==> src/lrc_pkg.sv <==
// ----------------------------------------------------------------------------
// lrc_pkg
// Shared types and constants of the LRU reference-count cache table.
// ----------------------------------------------------------------------------
package lrc_pkg;

  // Default table geometry.
  localparam int unsigned EntriesDef = 16;
  localparam int unsigned RefBitsDef = 16;

  // Fixed field widths of the request and response items.
  localparam int unsigned IdW     = 32;
  localparam int unsigned PayW    = 32;
  localparam int unsigned CfgW    = 5;
  localparam int unsigned OutRefW = 16;
  localparam int unsigned OutCntW = 5;

  // Request codes.
  typedef enum logic [2:0] {
    REQ_STORE   = 3'd0,
    REQ_GET     = 3'd1,
    REQ_RELEASE = 3'd2,
    REQ_ADD_REF = 3'd3,
    REQ_FORCE   = 3'd4,
    REQ_PURGE   = 3'd5,
    REQ_TRIM    = 3'd6,
    REQ_PEEK    = 3'd7
  } lrc_req_e;

  // Response status codes.
  typedef enum logic [1:0] {
    ST_OK        = 2'd0,
    ST_NOT_FOUND = 2'd1,
    ST_PRESENT   = 2'd2,
    ST_FULL      = 2'd3
  } lrc_status_e;

  // Controller states.
  typedef enum logic [3:0] {
    S_IDLE, S_FIND, S_DECIDE, S_STORE, S_AGE, S_EVICT, S_PROMOTE, S_UPDATE,
    S_CHECK, S_UNTRACK, S_DROP, S_PMARK, S_PFIX, S_TRIM, S_FIN
  } lrc_state_e;

  // Datapath commands.
  typedef enum logic [3:0] {
    CMD_NONE, CMD_START, CMD_FIND, CMD_STORE, CMD_AGE, CMD_EVICT, CMD_PROMOTE,
    CMD_UPDATE, CMD_UNTRACK, CMD_DROP, CMD_PMARK, CMD_PFIX, CMD_TRIM, CMD_FIN
  } lrc_cmd_e;

  // Status from datapath to controller.
  typedef struct packed {
    lrc_req_e req;
    logic     last;
    logic     hit;
    logic     has_free;
    logic     hit_tracked;
    logic     rel_remove;
    logic     max_nz;
    logic     over_limit;
  } lrc_status_t;

endpackage

==> src/lrc_req_if.sv <==
// ----------------------------------------------------------------------------
// lrc_req_if
// Request channel: one item is one cache request.
// ----------------------------------------------------------------------------
interface lrc_req_if;
  logic                          valid;
  logic                          ready;
  logic [2:0]                    req_type;
  logic [lrc_pkg::IdW-1:0]       asset_id;
  logic [lrc_pkg::PayW-1:0]      payload_in;

  modport source (output valid, req_type, asset_id, payload_in, input ready);
  modport sink   (input valid, req_type, asset_id, payload_in, output ready);
endinterface

==> src/lrc_rsp_if.sv <==
// ----------------------------------------------------------------------------
// lrc_rsp_if
// Response channel: one item is the result of one request.
// ----------------------------------------------------------------------------
interface lrc_rsp_if;
  logic                            valid;
  logic                            ready;
  logic [1:0]                      status;
  logic [lrc_pkg::PayW-1:0]        payload_out;
  logic signed [lrc_pkg::OutRefW-1:0] ref_count;
  logic [lrc_pkg::OutCntW-1:0]     occupancy;
  logic [lrc_pkg::OutCntW-1:0]     removed_count;
  logic                            evicted_valid;
  logic [lrc_pkg::IdW-1:0]         evicted_id;

  modport source (output valid, status, payload_out, ref_count, occupancy,
                  removed_count, evicted_valid, evicted_id, input ready);
  modport sink   (input valid, status, payload_out, ref_count, occupancy,
                  removed_count, evicted_valid, evicted_id, output ready);
endinterface

==> src/lrc_ctrl.sv <==
// ----------------------------------------------------------------------------
// lrc_ctrl
// Request sequencer: steps each request through table walks and issues
// datapath commands.
// ----------------------------------------------------------------------------
module lrc_ctrl (
  input  logic                 clk_i,
  input  logic                 rst_ni,
  input  logic                 in_valid_i,
  output logic                 in_ready_o,
  output logic                 out_valid_o,
  input  logic                 out_ready_i,
  input  lrc_pkg::lrc_status_t st_i,
  output lrc_pkg::lrc_cmd_e    cmd_o
);

  lrc_pkg::lrc_state_e state_q, state_d;
  logic                out_valid_q;
  logic                can_fin;

  assign can_fin     = !out_valid_q || out_ready_i;
  assign in_ready_o  = (state_q == lrc_pkg::S_IDLE);
  assign out_valid_o = out_valid_q;

  // Next state.
  always_comb begin
    state_d = state_q;
    unique case (state_q)
      lrc_pkg::S_IDLE:    if (in_valid_i) state_d = lrc_pkg::S_FIND;
      lrc_pkg::S_FIND:    if (st_i.last) state_d = lrc_pkg::S_DECIDE;
      lrc_pkg::S_DECIDE: begin
        case (st_i.req)
          lrc_pkg::REQ_STORE:
            state_d = (st_i.hit || !st_i.has_free) ? lrc_pkg::S_FIN : lrc_pkg::S_STORE;
          lrc_pkg::REQ_PURGE: state_d = lrc_pkg::S_PMARK;
          lrc_pkg::REQ_TRIM:
            state_d = st_i.over_limit ? lrc_pkg::S_TRIM : lrc_pkg::S_FIN;
          default: begin
            if (!st_i.hit) begin
              state_d = lrc_pkg::S_FIN;
            end else begin
              case (st_i.req)
                lrc_pkg::REQ_GET:
                  state_d = (st_i.max_nz && st_i.hit_tracked) ? lrc_pkg::S_PROMOTE
                                                              : lrc_pkg::S_FIN;
                lrc_pkg::REQ_RELEASE, lrc_pkg::REQ_ADD_REF: state_d = lrc_pkg::S_UPDATE;
                lrc_pkg::REQ_FORCE:
                  state_d = st_i.hit_tracked ? lrc_pkg::S_UNTRACK : lrc_pkg::S_DROP;
                default: state_d = lrc_pkg::S_FIN;
              endcase
            end
          end
        endcase
      end
      lrc_pkg::S_STORE:   state_d = st_i.max_nz ? lrc_pkg::S_AGE : lrc_pkg::S_FIN;
      lrc_pkg::S_AGE:     if (st_i.last) state_d = lrc_pkg::S_EVICT;
      lrc_pkg::S_EVICT:   state_d = lrc_pkg::S_FIN;
      lrc_pkg::S_PROMOTE: if (st_i.last) state_d = lrc_pkg::S_FIN;
      lrc_pkg::S_UPDATE:  state_d = lrc_pkg::S_CHECK;
      lrc_pkg::S_CHECK: begin
        if (st_i.rel_remove) begin
          state_d = st_i.hit_tracked ? lrc_pkg::S_UNTRACK : lrc_pkg::S_DROP;
        end else begin
          state_d = lrc_pkg::S_FIN;
        end
      end
      lrc_pkg::S_UNTRACK: if (st_i.last) state_d = lrc_pkg::S_DROP;
      lrc_pkg::S_DROP:    state_d = lrc_pkg::S_FIN;
      lrc_pkg::S_PMARK:   if (st_i.last) state_d = lrc_pkg::S_PFIX;
      lrc_pkg::S_PFIX:    if (st_i.last) state_d = lrc_pkg::S_FIN;
      lrc_pkg::S_TRIM:    if (st_i.last) state_d = lrc_pkg::S_FIN;
      lrc_pkg::S_FIN:     if (can_fin) state_d = lrc_pkg::S_IDLE;
      default:            state_d = lrc_pkg::S_IDLE;
    endcase
  end

  // Command decode.
  always_comb begin
    cmd_o = lrc_pkg::CMD_NONE;
    unique case (state_q)
      lrc_pkg::S_IDLE:    if (in_valid_i) cmd_o = lrc_pkg::CMD_START;
      lrc_pkg::S_FIND:    cmd_o = lrc_pkg::CMD_FIND;
      lrc_pkg::S_STORE:   cmd_o = lrc_pkg::CMD_STORE;
      lrc_pkg::S_AGE:     cmd_o = lrc_pkg::CMD_AGE;
      lrc_pkg::S_EVICT:   cmd_o = lrc_pkg::CMD_EVICT;
      lrc_pkg::S_PROMOTE: cmd_o = lrc_pkg::CMD_PROMOTE;
      lrc_pkg::S_UPDATE:  cmd_o = lrc_pkg::CMD_UPDATE;
      lrc_pkg::S_UNTRACK: cmd_o = lrc_pkg::CMD_UNTRACK;
      lrc_pkg::S_DROP:    cmd_o = lrc_pkg::CMD_DROP;
      lrc_pkg::S_PMARK:   cmd_o = lrc_pkg::CMD_PMARK;
      lrc_pkg::S_PFIX:    cmd_o = lrc_pkg::CMD_PFIX;
      lrc_pkg::S_TRIM:    cmd_o = lrc_pkg::CMD_TRIM;
      lrc_pkg::S_FIN:     if (can_fin) cmd_o = lrc_pkg::CMD_FIN;
      default:            cmd_o = lrc_pkg::CMD_NONE;
    endcase
  end

  // State and output-valid registers.
  always_ff @(posedge clk_i or negedge rst_ni) begin
    if (!rst_ni) begin
      state_q     <= lrc_pkg::S_IDLE;
      out_valid_q <= 1'b0;
    end else begin
      state_q <= state_d;
      if (state_q == lrc_pkg::S_FIN && can_fin) begin
        out_valid_q <= 1'b1;
      end else if (out_ready_i) begin
        out_valid_q <= 1'b0;
      end
    end
  end

endmodule

==> src/lrc_datapath.sv <==
// ----------------------------------------------------------------------------
// lrc_datapath
// Entry table, walk counter and result register; executes one command a cycle.
// ----------------------------------------------------------------------------
module lrc_datapath #(
  parameter int unsigned ENTRIES  = lrc_pkg::EntriesDef,
  parameter int unsigned REF_BITS = lrc_pkg::RefBitsDef
) (
  input  logic                                clk_i,
  input  logic                                rst_ni,
  input  lrc_pkg::lrc_cmd_e                   cmd_i,
  output lrc_pkg::lrc_status_t                st_o,
  input  logic                                cfg_we_i,
  input  logic [lrc_pkg::CfgW-1:0]            cfg_wdata_i,
  input  logic [2:0]                          req_type_i,
  input  logic [lrc_pkg::IdW-1:0]             asset_id_i,
  input  logic [lrc_pkg::PayW-1:0]            payload_in_i,
  output logic [1:0]                          status_o,
  output logic [lrc_pkg::PayW-1:0]            payload_out_o,
  output logic signed [lrc_pkg::OutRefW-1:0]  ref_count_o,
  output logic [lrc_pkg::OutCntW-1:0]         occupancy_o,
  output logic [lrc_pkg::OutCntW-1:0]         removed_count_o,
  output logic                                evicted_valid_o,
  output logic [lrc_pkg::IdW-1:0]             evicted_id_o
);

  localparam int unsigned IdxW = (ENTRIES > 1) ? $clog2(ENTRIES) : 1;
  localparam int unsigned CntW = $clog2(ENTRIES + 1);
  localparam int unsigned CmpW = (CntW > lrc_pkg::CfgW) ? CntW : lrc_pkg::CfgW;
  localparam logic signed [REF_BITS-1:0] RefMax = {1'b0, {(REF_BITS-1){1'b1}}};
  localparam logic signed [REF_BITS-1:0] RefMin = {1'b1, {(REF_BITS-1){1'b0}}};

  // Control state.
  logic [ENTRIES-1:0]          valid_q, tracked_q, gone_q;
  logic [CntW-1:0]             total_q, occ_q, removed_q;
  logic [IdxW-1:0]             idx_q;
  logic [lrc_pkg::CfgW-1:0]    max_q;
  logic                        hit_q, free_q, hit_trk_q, rel_rm_q, tail_vld_q, ev_q;

  // Table contents and per-request captures.
  logic [lrc_pkg::IdW-1:0]     id_q   [ENTRIES];
  logic [lrc_pkg::PayW-1:0]    pay_q  [ENTRIES];
  logic signed [REF_BITS-1:0]  refs_q [ENTRIES];
  logic [IdxW-1:0]             rank_q [ENTRIES];
  lrc_pkg::lrc_req_e           req_q;
  logic [lrc_pkg::IdW-1:0]     rid_q, tail_id_q;
  logic [lrc_pkg::PayW-1:0]    rpay_q, hit_pay_q;
  logic signed [REF_BITS-1:0]  hit_refs_q;
  logic [IdxW-1:0]             hit_idx_q, hit_rank_q, free_idx_q, tail_idx_q;
  logic                        tail_zero_q;

  // Result register.
  logic [1:0]                  res_status_q;
  logic [lrc_pkg::PayW-1:0]    res_pay_q;
  logic signed [REF_BITS-1:0]  res_refs_q;
  logic [CntW-1:0]             res_occ_q, res_removed_q;
  logic                        res_ev_q;
  logic [lrc_pkg::IdW-1:0]     res_evid_q;

  // Current walk entry.
  logic                        cur_valid, cur_tracked, last;
  logic [IdxW-1:0]             cur_rank, gone_below;
  logic signed [REF_BITS-1:0]  cur_refs, upd_refs;
  logic                        id_match, rank_ge_max;
  logic [CntW-1:0]             total_new;
  logic signed [31:0]          res_refs_ext;
  logic [ENTRIES-1:0]          trk_set;
  logic                        evict_drop;

  assign cur_valid   = valid_q[idx_q];
  assign cur_tracked = tracked_q[idx_q];
  assign cur_rank    = rank_q[idx_q];
  assign cur_refs    = refs_q[idx_q];
  assign id_match    = cur_valid && (id_q[idx_q] == rid_q);
  assign last        = (idx_q == IdxW'(ENTRIES - 1));
  assign rank_ge_max = CmpW'(cur_rank) >= CmpW'(max_q);
  assign total_new   = total_q + CntW'(1);

  // Tracking mask with the new entry added, and whether the store drops the tail.
  assign trk_set    = tracked_q | (ENTRIES'(1) << free_idx_q);
  assign evict_drop = (CmpW'(total_new) > CmpW'(max_q)) && tail_vld_q;

  // Number of removed tracked entries ranked ahead of the current one.
  always_comb begin
    gone_below = '0;
    for (int k = 0; k < ENTRIES; k++) begin
      if (gone_q[k] && (IdxW'(k) < cur_rank)) gone_below = gone_below + IdxW'(1);
    end
  end

  // Saturating count update for release and add reference.
  always_comb begin
    upd_refs = hit_refs_q;
    if (req_q == lrc_pkg::REQ_RELEASE) begin
      if (hit_refs_q != RefMin) upd_refs = hit_refs_q - REF_BITS'(1);
    end else if (hit_refs_q != RefMax) begin
      upd_refs = hit_refs_q + REF_BITS'(1);
    end
  end

  // Status toward the controller.
  always_comb begin
    st_o.req         = req_q;
    st_o.last        = last;
    st_o.hit         = hit_q;
    st_o.has_free    = free_q;
    st_o.hit_tracked = hit_trk_q;
    st_o.rel_remove  = rel_rm_q;
    st_o.max_nz      = (max_q != '0);
    st_o.over_limit  = (max_q != '0) && (CmpW'(total_q) > CmpW'(max_q));
  end

  // Control registers.
  always_ff @(posedge clk_i or negedge rst_ni) begin
    if (!rst_ni) begin
      valid_q    <= '0;
      tracked_q  <= '0;
      gone_q     <= '0;
      total_q    <= '0;
      occ_q      <= '0;
      removed_q  <= '0;
      idx_q      <= '0;
      max_q      <= '0;
      hit_q      <= 1'b0;
      free_q     <= 1'b0;
      hit_trk_q  <= 1'b0;
      rel_rm_q   <= 1'b0;
      tail_vld_q <= 1'b0;
      ev_q       <= 1'b0;
    end else begin
      if (cfg_we_i) max_q <= cfg_wdata_i;
      // Walk commands step the slot counter, which wraps to zero at the end.
      case (cmd_i)
        lrc_pkg::CMD_FIND, lrc_pkg::CMD_AGE, lrc_pkg::CMD_PROMOTE,
        lrc_pkg::CMD_UNTRACK, lrc_pkg::CMD_PMARK, lrc_pkg::CMD_PFIX,
        lrc_pkg::CMD_TRIM: idx_q <= last ? '0 : idx_q + IdxW'(1);
        default: ;
      endcase
      case (cmd_i)
        lrc_pkg::CMD_START: begin
          idx_q      <= '0;
          hit_q      <= 1'b0;
          free_q     <= 1'b0;
          hit_trk_q  <= 1'b0;
          rel_rm_q   <= 1'b0;
          tail_vld_q <= 1'b0;
          ev_q       <= 1'b0;
          gone_q     <= '0;
          removed_q  <= '0;
        end
        lrc_pkg::CMD_FIND: begin
          if (id_match && !hit_q) begin
            hit_q     <= 1'b1;
            hit_trk_q <= cur_tracked;
          end
          if (!cur_valid) free_q <= 1'b1;
        end
        lrc_pkg::CMD_STORE: begin
          valid_q[free_idx_q]   <= 1'b1;
          tracked_q[free_idx_q] <= 1'b0;
          occ_q                 <= occ_q + CntW'(1);
        end
        lrc_pkg::CMD_AGE: begin
          if (cur_tracked && (CntW'(cur_rank) == total_q - CntW'(1))) tail_vld_q <= 1'b1;
        end
        lrc_pkg::CMD_EVICT: begin
          // The new entry joins the order; the old tail leaves it if over the limit.
          if (evict_drop) begin
            tracked_q <= trk_set & ~(ENTRIES'(1) << tail_idx_q);
            if (tail_zero_q) begin
              valid_q[tail_idx_q] <= 1'b0;
              occ_q               <= occ_q - CntW'(1);
              ev_q                <= 1'b1;
            end
          end else begin
            tracked_q <= trk_set;
            total_q   <= total_new;
          end
        end
        lrc_pkg::CMD_UPDATE: begin
          rel_rm_q <= (req_q == lrc_pkg::REQ_RELEASE) && (upd_refs <= 0) && (max_q == '0);
        end
        lrc_pkg::CMD_DROP: begin
          valid_q[hit_idx_q]   <= 1'b0;
          tracked_q[hit_idx_q] <= 1'b0;
          occ_q                <= occ_q - CntW'(1);
          if (hit_trk_q) total_q <= total_q - CntW'(1);
        end
        lrc_pkg::CMD_PMARK: begin
          if (cur_valid && (cur_refs <= 0)) begin
            valid_q[idx_q] <= 1'b0;
            occ_q          <= occ_q - CntW'(1);
            removed_q      <= removed_q + CntW'(1);
            if (cur_tracked) begin
              tracked_q[idx_q]  <= 1'b0;
              gone_q[cur_rank]  <= 1'b1;
              total_q           <= total_q - CntW'(1);
            end
          end
        end
        lrc_pkg::CMD_TRIM: begin
          if (cur_tracked && rank_ge_max) begin
            tracked_q[idx_q] <= 1'b0;
            total_q          <= total_q - CntW'(1);
            if (cur_refs == 0) begin
              valid_q[idx_q] <= 1'b0;
              occ_q          <= occ_q - CntW'(1);
              removed_q      <= removed_q + CntW'(1);
            end
          end
        end
        default: ;
      endcase
    end
  end

  // Table contents, captures and result register.
  always_ff @(posedge clk_i) begin
    case (cmd_i)
      lrc_pkg::CMD_START: begin
        req_q  <= lrc_pkg::lrc_req_e'(req_type_i);
        rid_q  <= asset_id_i;
        rpay_q <= payload_in_i;
      end
      lrc_pkg::CMD_FIND: begin
        if (id_match && !hit_q) begin
          hit_idx_q  <= idx_q;
          hit_rank_q <= cur_rank;
          hit_pay_q  <= pay_q[idx_q];
          hit_refs_q <= cur_refs;
        end
        if (!cur_valid && !free_q) free_idx_q <= idx_q;
      end
      lrc_pkg::CMD_STORE: begin
        id_q[free_idx_q]   <= rid_q;
        pay_q[free_idx_q]  <= rpay_q;
        refs_q[free_idx_q] <= '0;
      end
      lrc_pkg::CMD_AGE: begin
        if (cur_tracked) begin
          rank_q[idx_q] <= cur_rank + IdxW'(1);
          if (CntW'(cur_rank) == total_q - CntW'(1)) begin
            tail_idx_q  <= idx_q;
            tail_id_q   <= id_q[idx_q];
            tail_zero_q <= (cur_refs == 0);
          end
        end
      end
      lrc_pkg::CMD_EVICT: rank_q[free_idx_q] <= '0;
      lrc_pkg::CMD_PROMOTE: begin
        if (idx_q == hit_idx_q) begin
          rank_q[idx_q] <= '0;
        end else if (cur_tracked && (cur_rank < hit_rank_q)) begin
          rank_q[idx_q] <= cur_rank + IdxW'(1);
        end
      end
      lrc_pkg::CMD_UPDATE: begin
        refs_q[hit_idx_q] <= upd_refs;
        hit_refs_q        <= upd_refs;
      end
      lrc_pkg::CMD_UNTRACK: begin
        if (cur_tracked && (cur_rank > hit_rank_q)) rank_q[idx_q] <= cur_rank - IdxW'(1);
      end
      lrc_pkg::CMD_PFIX: begin
        if (cur_tracked) rank_q[idx_q] <= cur_rank - gone_below;
      end
      lrc_pkg::CMD_FIN: begin
        res_status_q  <= lrc_pkg::ST_OK;
        res_pay_q     <= '0;
        res_refs_q    <= '0;
        res_occ_q     <= occ_q;
        res_removed_q <= '0;
        res_ev_q      <= 1'b0;
        res_evid_q    <= '0;
        case (req_q)
          lrc_pkg::REQ_STORE: begin
            if (hit_q) begin
              res_status_q <= lrc_pkg::ST_PRESENT;
              res_pay_q    <= hit_pay_q;
              res_refs_q   <= hit_refs_q;
            end else if (!free_q) begin
              res_status_q <= lrc_pkg::ST_FULL;
            end else begin
              res_pay_q  <= rpay_q;
              res_ev_q   <= ev_q;
              res_evid_q <= ev_q ? tail_id_q : '0;
            end
          end
          lrc_pkg::REQ_PURGE, lrc_pkg::REQ_TRIM: res_removed_q <= removed_q;
          default: begin
            if (!hit_q) begin
              res_status_q <= lrc_pkg::ST_NOT_FOUND;
            end else begin
              res_pay_q  <= hit_pay_q;
              res_refs_q <= hit_refs_q;
            end
          end
        endcase
      end
      default: ;
    endcase
  end

  assign res_refs_ext    = 32'(res_refs_q);
  assign status_o        = res_status_q;
  assign payload_out_o   = res_pay_q;
  assign ref_count_o     = res_refs_ext[lrc_pkg::OutRefW-1:0];
  assign occupancy_o     = lrc_pkg::OutCntW'(res_occ_q);
  assign removed_count_o = lrc_pkg::OutCntW'(res_removed_q);
  assign evicted_valid_o = res_ev_q;
  assign evicted_id_o    = res_evid_q;

endmodule

==> src/lru_refcount_cache_table_unit.sv <==
// ----------------------------------------------------------------------------
// lru_refcount_cache_table_unit
// LRU cache table with reference-count pinning, one result per request.
// ----------------------------------------------------------------------------
// Requests arrive on the req channel (valid/ready); each item carries a
// request type, an asset id and a payload handle. Every request produces
// exactly one item on the rsp channel with status, payload, count,
// occupancy, removed count and eviction report.
// The max_resident register is written through cfg_we_i/cfg_wdata_i; the
// user must do so only while the block is idle (not enforced by the block).
// A lowered limit takes effect on a trim request. Every request first walks
// all table slots, one slot per cycle, to find the id and a free slot.
// Gets of tracked entries and over-limit trims add a second walk, stores
// with LRU enabled an aging walk, a tracked release removal an untracking
// walk, and a purge, the longest, a marking and a fixing walk. One request
// is in flight at a time; the block is ready for the next one once the
// result is registered, even if that result is still waiting. If the
// receiver stalls, the next result is held until the register frees. Reset
// empties the table, clears LRU tracking and sets the limit to zero.
// ----------------------------------------------------------------------------
module lru_refcount_cache_table_unit #(
  parameter int unsigned ENTRIES  = lrc_pkg::EntriesDef,
  parameter int unsigned REF_BITS = lrc_pkg::RefBitsDef
) (
  input  logic                        clk_i,
  input  logic                        rst_ni,
  lrc_req_if.sink                     req,
  lrc_rsp_if.source                   rsp,
  input  logic                        cfg_we_i,
  input  logic [lrc_pkg::CfgW-1:0]    cfg_wdata_i
);

  lrc_pkg::lrc_cmd_e    cmd;
  lrc_pkg::lrc_status_t st;

  // Sequencer.
  lrc_ctrl u_ctrl (
    .clk_i       (clk_i),
    .rst_ni      (rst_ni),
    .in_valid_i  (req.valid),
    .in_ready_o  (req.ready),
    .out_valid_o (rsp.valid),
    .out_ready_i (rsp.ready),
    .st_i        (st),
    .cmd_o       (cmd)
  );

  // Table and result datapath.
  lrc_datapath #(
    .ENTRIES  (ENTRIES),
    .REF_BITS (REF_BITS)
  ) u_dp (
    .clk_i           (clk_i),
    .rst_ni          (rst_ni),
    .cmd_i           (cmd),
    .st_o            (st),
    .cfg_we_i        (cfg_we_i),
    .cfg_wdata_i     (cfg_wdata_i),
    .req_type_i      (req.req_type),
    .asset_id_i      (req.asset_id),
    .payload_in_i    (req.payload_in),
    .status_o        (rsp.status),
    .payload_out_o   (rsp.payload_out),
    .ref_count_o     (rsp.ref_count),
    .occupancy_o     (rsp.occupancy),
    .removed_count_o (rsp.removed_count),
    .evicted_valid_o (rsp.evicted_valid),
    .evicted_id_o    (rsp.evicted_id)
  );

endmodule

==> src/flat_wrapper.sv <==
// flat-port wrapper written by rule: the top's interface ports become plain ports
module lru_refcount_cache_table_unit_flat 
#(
  parameter int unsigned ENTRIES  = lrc_pkg::EntriesDef,
  parameter int unsigned REF_BITS = lrc_pkg::RefBitsDef
)
  (clk_i, rst_ni, cfg_we_i, cfg_wdata_i, req_valid, req_req_type, req_asset_id, req_payload_in, req_ready, rsp_valid, rsp_status, rsp_payload_out, rsp_ref_count, rsp_occupancy, rsp_removed_count, rsp_evicted_valid, rsp_evicted_id, rsp_ready);
  lrc_req_if req_i ();
  lrc_rsp_if rsp_i ();
  input  logic clk_i;
  input  logic rst_ni;
  input  logic cfg_we_i;
  input  logic [lrc_pkg::CfgW-1:0] cfg_wdata_i;
  input wire logic [$bits(req_i.valid)-1:0] req_valid;
  input wire logic [$bits(req_i.req_type)-1:0] req_req_type;
  input wire logic [$bits(req_i.asset_id)-1:0] req_asset_id;
  input wire logic [$bits(req_i.payload_in)-1:0] req_payload_in;
  output wire logic [$bits(req_i.ready)-1:0] req_ready;
  output wire logic [$bits(rsp_i.valid)-1:0] rsp_valid;
  output wire logic [$bits(rsp_i.status)-1:0] rsp_status;
  output wire logic [$bits(rsp_i.payload_out)-1:0] rsp_payload_out;
  output wire logic [$bits(rsp_i.ref_count)-1:0] rsp_ref_count;
  output wire logic [$bits(rsp_i.occupancy)-1:0] rsp_occupancy;
  output wire logic [$bits(rsp_i.removed_count)-1:0] rsp_removed_count;
  output wire logic [$bits(rsp_i.evicted_valid)-1:0] rsp_evicted_valid;
  output wire logic [$bits(rsp_i.evicted_id)-1:0] rsp_evicted_id;
  input wire logic [$bits(rsp_i.ready)-1:0] rsp_ready;
  assign req_i.valid = req_valid;
  assign req_i.req_type = req_req_type;
  assign req_i.asset_id = req_asset_id;
  assign req_i.payload_in = req_payload_in;
  assign req_ready = req_i.ready;
  assign rsp_valid = rsp_i.valid;
  assign rsp_status = rsp_i.status;
  assign rsp_payload_out = rsp_i.payload_out;
  assign rsp_ref_count = rsp_i.ref_count;
  assign rsp_occupancy = rsp_i.occupancy;
  assign rsp_removed_count = rsp_i.removed_count;
  assign rsp_evicted_valid = rsp_i.evicted_valid;
  assign rsp_evicted_id = rsp_i.evicted_id;
  assign rsp_i.ready = rsp_ready;
  lru_refcount_cache_table_unit #(.ENTRIES(ENTRIES), .REF_BITS(REF_BITS)) u_core (.clk_i(clk_i), .rst_ni(rst_ni), .req(req_i), .rsp(rsp_i), .cfg_we_i(cfg_we_i), .cfg_wdata_i(cfg_wdata_i));
endmodule
==> config.mk <==
export PLATFORM = sky130hd
export DESIGN_NAME = lru_refcount_cache_table_unit_flat
export DESIGN_NICKNAME = d
export VERILOG_FILES = /design/src/lrc_pkg.sv /design/src/lrc_req_if.sv /design/src/lrc_rsp_if.sv /design/src/lrc_ctrl.sv /design/src/lrc_datapath.sv /design/src/lru_refcount_cache_table_unit.sv /design/src/flat_wrapper.sv
export SDC_FILE = /design/constraint.sdc
export NUM_CORES = 2
export LEC_CHECK = 0
export BUFFER_PORTS_ARGS = -buffer_cell sky130_fd_sc_hd__buf_2
export CAP_MARGIN = 5
export CORE_MARGIN = 1.5
export CORE_UTILIZATION = 55
export CTS_CLUSTER_SIZE = 28
export DETAILED_ROUTE_END_ITERATION = 7
export MAX_ROUTING_LAYER = met4
export PLACE_DENSITY = 0.78
export SYNTH_ARGS = -nofsm -noshare
export SYNTH_HDL_FRONTEND = slang
export SYNTH_SLANG_ARGS = --single-unit
==> constraint.sdc <==
create_clock -name clk_i -period 14.8 [get_ports clk_i]
set_input_delay 2.22 -clock clk_i [delete_from_list [all_inputs] [get_ports clk_i]]
set_output_delay 2.22 -clock clk_i [all_outputs]
set_load 0.1 [all_outputs]
After elaboration in Yosys (flattened, before gate mapping)
Memories as Yosys holds them, arrays and structs flattened. A register that Yosys moved wholly into a read port is not among the register bits.
Index checks and enable logic that the tools add are counted.
{"block": "totals", "register_bits": 308, "mem_bits_rw": 1344, "elab_cells": 400, "mem_count": 4}
{"block": "classes", "eq_ne": 57, "n_bitwise": 23, "n_lt_le_gt_ge": 33, "addsub": 26, "n_shift": 2, "reduce_logical": 81, "mux": 141}
{"memory": "u_core.u_dp.id_q", "depth": 16, "word_bits": 32, "rd": 1, "rd_ports_with_merged_regs": 0, "write_ports": 1, "line_no": "lrc_datapath.sv:41", "text": "logic [lrc_pkg::IdW-1:0] id_q [ENTRIES];"}
{"memory": "u_core.u_dp.pay_q", "depth": 16, "word_bits": 32, "rd": 1, "rd_ports_with_merged_regs": 1, "write_ports": 1, "line_no": "lrc_datapath.sv:42", "text": "logic [lrc_pkg::PayW-1:0] pay_q [ENTRIES];"}
{"memory": "u_core.u_dp.refs_q", "depth": 16, "word_bits": 16, "rd": 1, "rd_ports_with_merged_regs": 0, "write_ports": 1, "line_no": "lrc_datapath.sv:43", "text": "logic signed [REF_BITS-1:0] refs_q [ENTRIES];"}
{"memory": "u_core.u_dp.rank_q", "depth": 16, "word_bits": 4, "rd": 1, "rd_ports_with_merged_regs": 0, "write_ports": 1, "line_no": "lrc_datapath.sv:44", "text": "logic [IdxW-1:0] rank_q [ENTRIES];"}
{"cell": "2-to-1 mux 16 bit", "count": 16}
{"cell": "case mux 16 bit (5 select lines)", "count": 2}
{"cell": "2-to-1 mux 4 bit", "count": 37}
{"cell": "AND 16 bit", "count": 7}
{"cell": "2-to-1 mux 32 bit", "count": 3}
{"cell": "NOT 16 bit", "count": 5}
{"cell": "adder 4 x 1 -> 4 bit (second input constant)", "count": 17}
{"cell": "2-to-1 mux 5 bit", "count": 13}
{"cell": "case mux 16 bit (2 select lines)", "count": 2}
{"cell": "case mux 32 bit (2 select lines)", "count": 1}
{"cell": "equality test 4 bit (second input constant)", "count": 14}
{"cell": "case mux 4 bit (13 select lines)", "count": 1}
{"cell": "bitwise OR 16 bit", "count": 3}
{"cell": "case mux 4 bit (12 select lines)", "count": 1}
{"cell": "2-to-1 mux 1 bit", "count": 41}
{"cell": "logical AND 1 bit", "count": 35}
{"cell": "!= test 2 bit (second input constant)", "count": 17}
{"cell": "equality test 32 bit", "count": 1}
{"cell": "equality test 4 x 3 -> 1 bit (second input constant)", "count": 8}
{"cell": "<= comparator 16 x 1 -> 1 bit (second input constant)", "count": 2}
{"cell": "zero test 32 bit", "count": 1}
{"cell": "less-than comparator 4 bit (first input constant)", "count": 8}
{"cell": "!= test 16 bit (second input constant)", "count": 2}
{"cell": "left shift 1 x 4 -> 16 bit (first input constant)", "count": 2}
{"cell": "54 further kinds", "count": 124}

Logic depth before layout (Yosys ltp)
An unclocked memory read counts as a cell.
{"block": "logic_depth", "ltp_word": 37, "depth_mapped": 62}

Cells and area by module
Synthesis repeated with hierarchy kept, for this count alone.
{"block": "unflattened", "hier_cells": 3545, "area_unflattened_um2": 68597.0}
{"module": "lrc_datapath", "instances": 1, "area_per_inst_um2": 67987.7, "seq_area_each_um2": 50003.0, "cells_each": 3461}
{"module": "lrc_ctrl", "instances": 1, "area_per_inst_um2": 609.3, "seq_area_each_um2": 125.1, "cells_each": 84}

Least setup slack after synthesis
Ideal clock, no wire load.
{"block": "synth_path", "path_type": "register -> register", "from": "register u_core.u_dp.idx_q[0]", "to": "memory u_core.u_dp.rank_q[0][3] (netlist bit) (data pin)", "setup_ns": 0.284, "path_slack_ns": 1.456, "arrival_ns": 13.060, "period_less_slack_ns": 13.344, "required_time_ns": 14.516, "n_path_buf": 7, "path_stages_with_launch": 59, "cell_sequence": "dfrtp_1 > clkbuf_1 > buf_1 > buf_1 > clkbuf_1 > buf_1 > clkbuf_1 > mux4_2 > mux4_2 > inv_1 > ha_1 > nor2_1 > o21ai_0 > inv_1 > ha_1 > clkbuf_1 > xnor2_1 > ha_1 > (+23 left out) > o21ai_0 > xnor2_1 > nand2b_1 > o311a_1 > ha_1 > mux2_2 > inv_1 > ha_1 > a21o_1 > a21oi_1 > xnor2_1 > xnor2_1 > xnor2_1 > xnor2_1 > xnor3_1 > xnor2_1 > xnor2_1 > o21ai_1"}
{"block": "synth_via", "elab_chain_len": 37, "word_cells_on_any_way": 92, "cone_classes": "add/sub: 18; order compare: 18; eq/ne: 1; mux: 36; reduce/logical: 18; memory: 1"}
{"item": "start: declaration", "line_no": "lrc_datapath.sv:36", "text": "logic [IdxW-1:0] idx_q;"}
{"item": "start signal: assignment", "line_no": "lrc_datapath.sv:136", "text": "lrc_pkg::CMD_TRIM: idx_q <= last ? '0 : idx_q + IdxW'(1);"}
{"item": "memory (16 x 4 bit) *"}
{"item": "net u_core.u_dp.cur_rank[0]", "line_no": "lrc_datapath.sv:62", "text": "logic [IdxW-1:0] cur_rank, gone_below;"}
{"item": "less-than comparator 1 x 4 -> 1 bit", "line_no": "lrc_datapath.sv:87", "text": "if (gone_q[k] && (IdxW'(k) < cur_rank)) gone_below = gone_below + IdxW'(1);"}
{"item": "logical AND 1 bit", "line_no": "lrc_datapath.sv:87"}
{"item": "2-to-1 mux 1 bit", "line_no": "lrc_datapath.sv:87"}
{"item": "adder 4 x 1 -> 4 bit", "line_no": "lrc_datapath.sv:87"}
{"item": "2-to-1 mux 4 bit", "line_no": "lrc_datapath.sv:87"}
{"item": "adder 4 x 1 -> 4 bit", "line_no": "lrc_datapath.sv:87"}
{"item": "(+21 left out)"}
{"item": "adder 4 x 1 -> 4 bit", "line_no": "lrc_datapath.sv:87"}
{"item": "2-to-1 mux 4 bit", "line_no": "lrc_datapath.sv:87"}
{"item": "adder 4 x 1 -> 4 bit", "line_no": "lrc_datapath.sv:87"}
{"item": "2-to-1 mux 4 bit", "line_no": "lrc_datapath.sv:87"}
{"item": "adder 4 x 1 -> 4 bit", "line_no": "lrc_datapath.sv:87"}
{"item": "2-to-1 mux 4 bit", "line_no": "lrc_datapath.sv:87"}
{"item": "subtractor 4 bit", "line_no": "lrc_datapath.sv:265", "text": "if (cur_tracked) rank_q[idx_q] <= cur_rank - gone_below;"}
{"item": "2-to-1 mux 4 bit (no source line) * (2 in a row)"}
{"item": "end: declaration", "line_no": "lrc_datapath.sv:44"}
Mark *: on every way through the listed nets, which the timed path passes. The rest lies on a longest branch. The select of a mux whose other input is x is not followed.

Final worst setup path
{"block": "layout_path", "from": "register u_core.u_dp.idx_q[1]", "to": "memory u_core.u_dp.rank_q[3][3] (netlist bit) (data pin)"}
The elaborated chain is that of the path after synthesis.

==> impl_metrics.yaml <==
outcome:
  outcome: "complete, no violations"
timing:
  finalSetupViolations: 0
  fin_tns_setup_ps: 0
  drv_slew: 0
  min_period_over_period_pct: 88.8
  maxSlewHeadroom_pct: 20.7
  setup_ws_ps: 1650
  finalHoldViolations: 0
  hold_slack_ps: 487
  fin_crit_ps: 13150
  grt_setup_unrepaired: "false"
  max_freq_ghz: 0.0761
  skew_ps: 42.8
  worst_pin_slew_ps: 1180
routing:
  vias_per_cell: 6.59
  drc: 0
  firstDrtPassIters: 7
  ant_nets: 0
  drt_iter0_drc: 4605
  avgRoutedWirePerCell_um: 30.7
  vias: 36479
  wl_um: 170000
clock_tree:
  cts_made_buffers: 164
  cts_root_buf: "clkbuf_16"
  h-tree-depth: 4
  clk_pin_slew_worst_paths_ps: 70
  cts_resized: 0
  cts_buffer_depth: 3
  cts_setup_buffers: 0
  cts_tree: "yes"
  cts_hold_buffers: 0
  clock_latency_ps: 810
  cts.sinks: 1683
place:
  gp_congestion: 0.897
  pre_cts_slack_ps: 1860
  place_inst: 5237
  io_buffer_count: 171
  placed_cell_area_mm2: 0.0712
  dp_hpwl_um: 87800
critical_path:
  required_ps: 15250
  path_class: "flop to flop"
  critical_path.max_stage_delay_ps: 800
  crit_path_max_fanout: 32
  crit_slowest_cell: "dfrtp_4"
  start_kind: "flop"
  arrival_ps: 13600
  cp_common_cell: "xnor2_1"
  worstSetupEndpointType: "flop"
global_route:
  grt_pass1_wl_um: 249000
  grt.overflow.total: 0
  grt_pass1_vias: 37027
  grt_start_max_net_pins: 131
  track_usage_pct: 28.1
  antenna_found_initial: 4
power:
  swShare_pct: 32.8
  internal_power_mw: 9.88
  p_sw_mw: 4.82
  powerDensity_mw_per_mm2: 192
  p_total_mw: 14.7
  share_comb_of_total_power_pct: 31.6
  power.leakage_nw: 24.9
  p_clk_share_pct: 28.5
  seqPwrFrac_pct: 39.9
  ir_worst_vdd_mv: 0.183
floorplan:
  start_util_pct: 55.3
  fp.dieArea_mm2: 0.126
  io_pins: 172
  die_h_um: 355
  die_x_um: 355
  core_area_mm2: 0.123
  fp-row-count: 129
synth:
  async_flop_share_pct: 4.87
  ys_types: 85
  syn_inst: 3537
  syn-num-nets: 3669
  seq_area_frac_synth_pct: 73.4
  yosys_register_bits: 1683
  synth_flop_cell: "edfxtp_1"
  synth_edf_count: 1601
  syn_area_mm2: 0.0683
  postSynthAreaPerCell_um2: 19.3
  yosysWarnings: 0
layout:
  nets: 3898
  final_cell_area_mm2: 0.0766
  fin_cells: 5538
  final_common_cell: "edfxtp_1"
  areaGrowthSynthToFinish_pct: 12.2
  final_cell_mix: "1601 x edfxtp_1, 420 x mux4_2, 170 x buf_2"
  post-route-util_pct: 62.0
  final_layout_size_suffix_gt1_share_pct: 24.8
job:
  maxCapViolCount: 0
hold_path:
  hold_class: "flop to flop"
-- path summary, 6_finish.rpt --
path | start | end | slack [ps] | cells after the start
worst max register to register | u_core.u_dp.idx_q[1] | u_core.u_dp.rank_q[3][3] | 1650 | 52
worst min-delay path | u_core.u_dp.occ_q[4] | u_core.u_dp.occ_q[4] | 490 | 1
worst max-delay path | u_core.u_dp.idx_q[1] | u_core.u_dp.rank_q[3][3] | 1650 | 52
min in group asynchronous | rst_ni | u_core.u_dp.max_q[3] | 1270 | 1
max in group asynchronous | rst_ni | u_core.u_dp.idx_q[1] | 12160 | 2
worst min register to register | u_core.u_dp.occ_q[4] | u_core.u_dp.occ_q[4] | 490 | 1
-- layer usage --
layer  GRT usage, %  wire, um  vias up
met5              -         0        -
met4           9.72      5620        0
met3           5.15     16200      339
met2           44.9     85600     2335
met1           36.5     62700    18912
li1               -         -    14893
-- flip-flops by register name, indices dropped and copies added (netlist names), 32 cells and up --
signal	count
u_core.u_dp.rpay_q	32
u_core.u_dp.evicted_id_o	32
u_core.u_dp.hit_pay_q	32
u_core.u_dp.pay_q	512
u_core.u_dp.payload_out_o	32
u_core.u_dp.refs_q	256
u_core.u_dp.tail_id_q	32
u_core.u_dp.rank_q	64
u_core.u_dp.rid_q	32
u_core.u_dp.id_q	512
-- cell families after synthesis --
logic type / Yosys count / share of synthesized area (%)
compound gates: 425 / 4.05
xor+xnor: 129 / 1.80
fa+ha+maj: 55 / 1.03
buf+inv: 227 / 1.29
flops: 1683 / 73.4
mux: 452 / 14.3
simple gates: 566 / 4.05
-- final cells by class --
cell class | count | area (um2)
Inverter | 41 | 156
Clock inverter | 95 | 976
Tap cell | 1637 | 2050
Clock buffer | 204 | 4360
Fill cell | 8150 | 46900
Sequential cell | 1683 | 50100
Timing Repair Buffer | 249 | 1480
Antenna cell | 2 | 5.00
Multi-Input combinational cell | 1627 | 17400
-- synth_stat cells (26+ instances only) --
cell | n | area share [%]
and2_1 | 33 | 0.30
a22o_1 | 33 | 0.42
clkbuf_1 | 122 | 0.67
and3_1 | 57 | 0.52
dfrtp_1 | 82 | 3.0
mux4_2 | 420 | 14
a21oi_1 | 96 | 0.70
buf_1 | 56 | 0.31
nor3_1 | 36 | 0.26
o21ai_0 | 124 | 0.91
nor2_1 | 178 | 0.98
xnor2_1 | 86 | 1.1
nor2b_1 | 26 | 0.24
a21o_1 | 27 | 0.30
xor2_1 | 37 | 0.47
nand3_1 | 47 | 0.34
nand2_1 | 106 | 0.58
edfxtp_1 | 1601 | 70
inv_1 | 38 | 0.21
ha_1 | 53 | 0.97
-- power groups by stage --
stage | clock, mW | sequential, mW | combinational, mW
6_report | 4.18 | 5.87 | 4.65
5_1_grt | 4.40 | 5.89 | 4.97
4_1_cts | 4.23 | 5.87 | 4.66
3_5_place_dp | 0 | 5.96 | 4.58
3_3_place_gp | 0 | 5.95 | 4.52
2_1_floorplan | 0 | 6.28 | 3.25
-- worst max-delay path, delay by kind of cell, from the launching register on --
kind	cells	cell delay [ps]
AO/OA/AOI/OAI	14	3360
adder cells (fa/ha/maj)	9	2950
XOR/XNOR	13	2530
multiplexers	3	1310
buffers and inverters	4	950
AND/OR/NAND/NOR	9	850
flip-flops	1	800
Power figures use the tool's default switching activity.
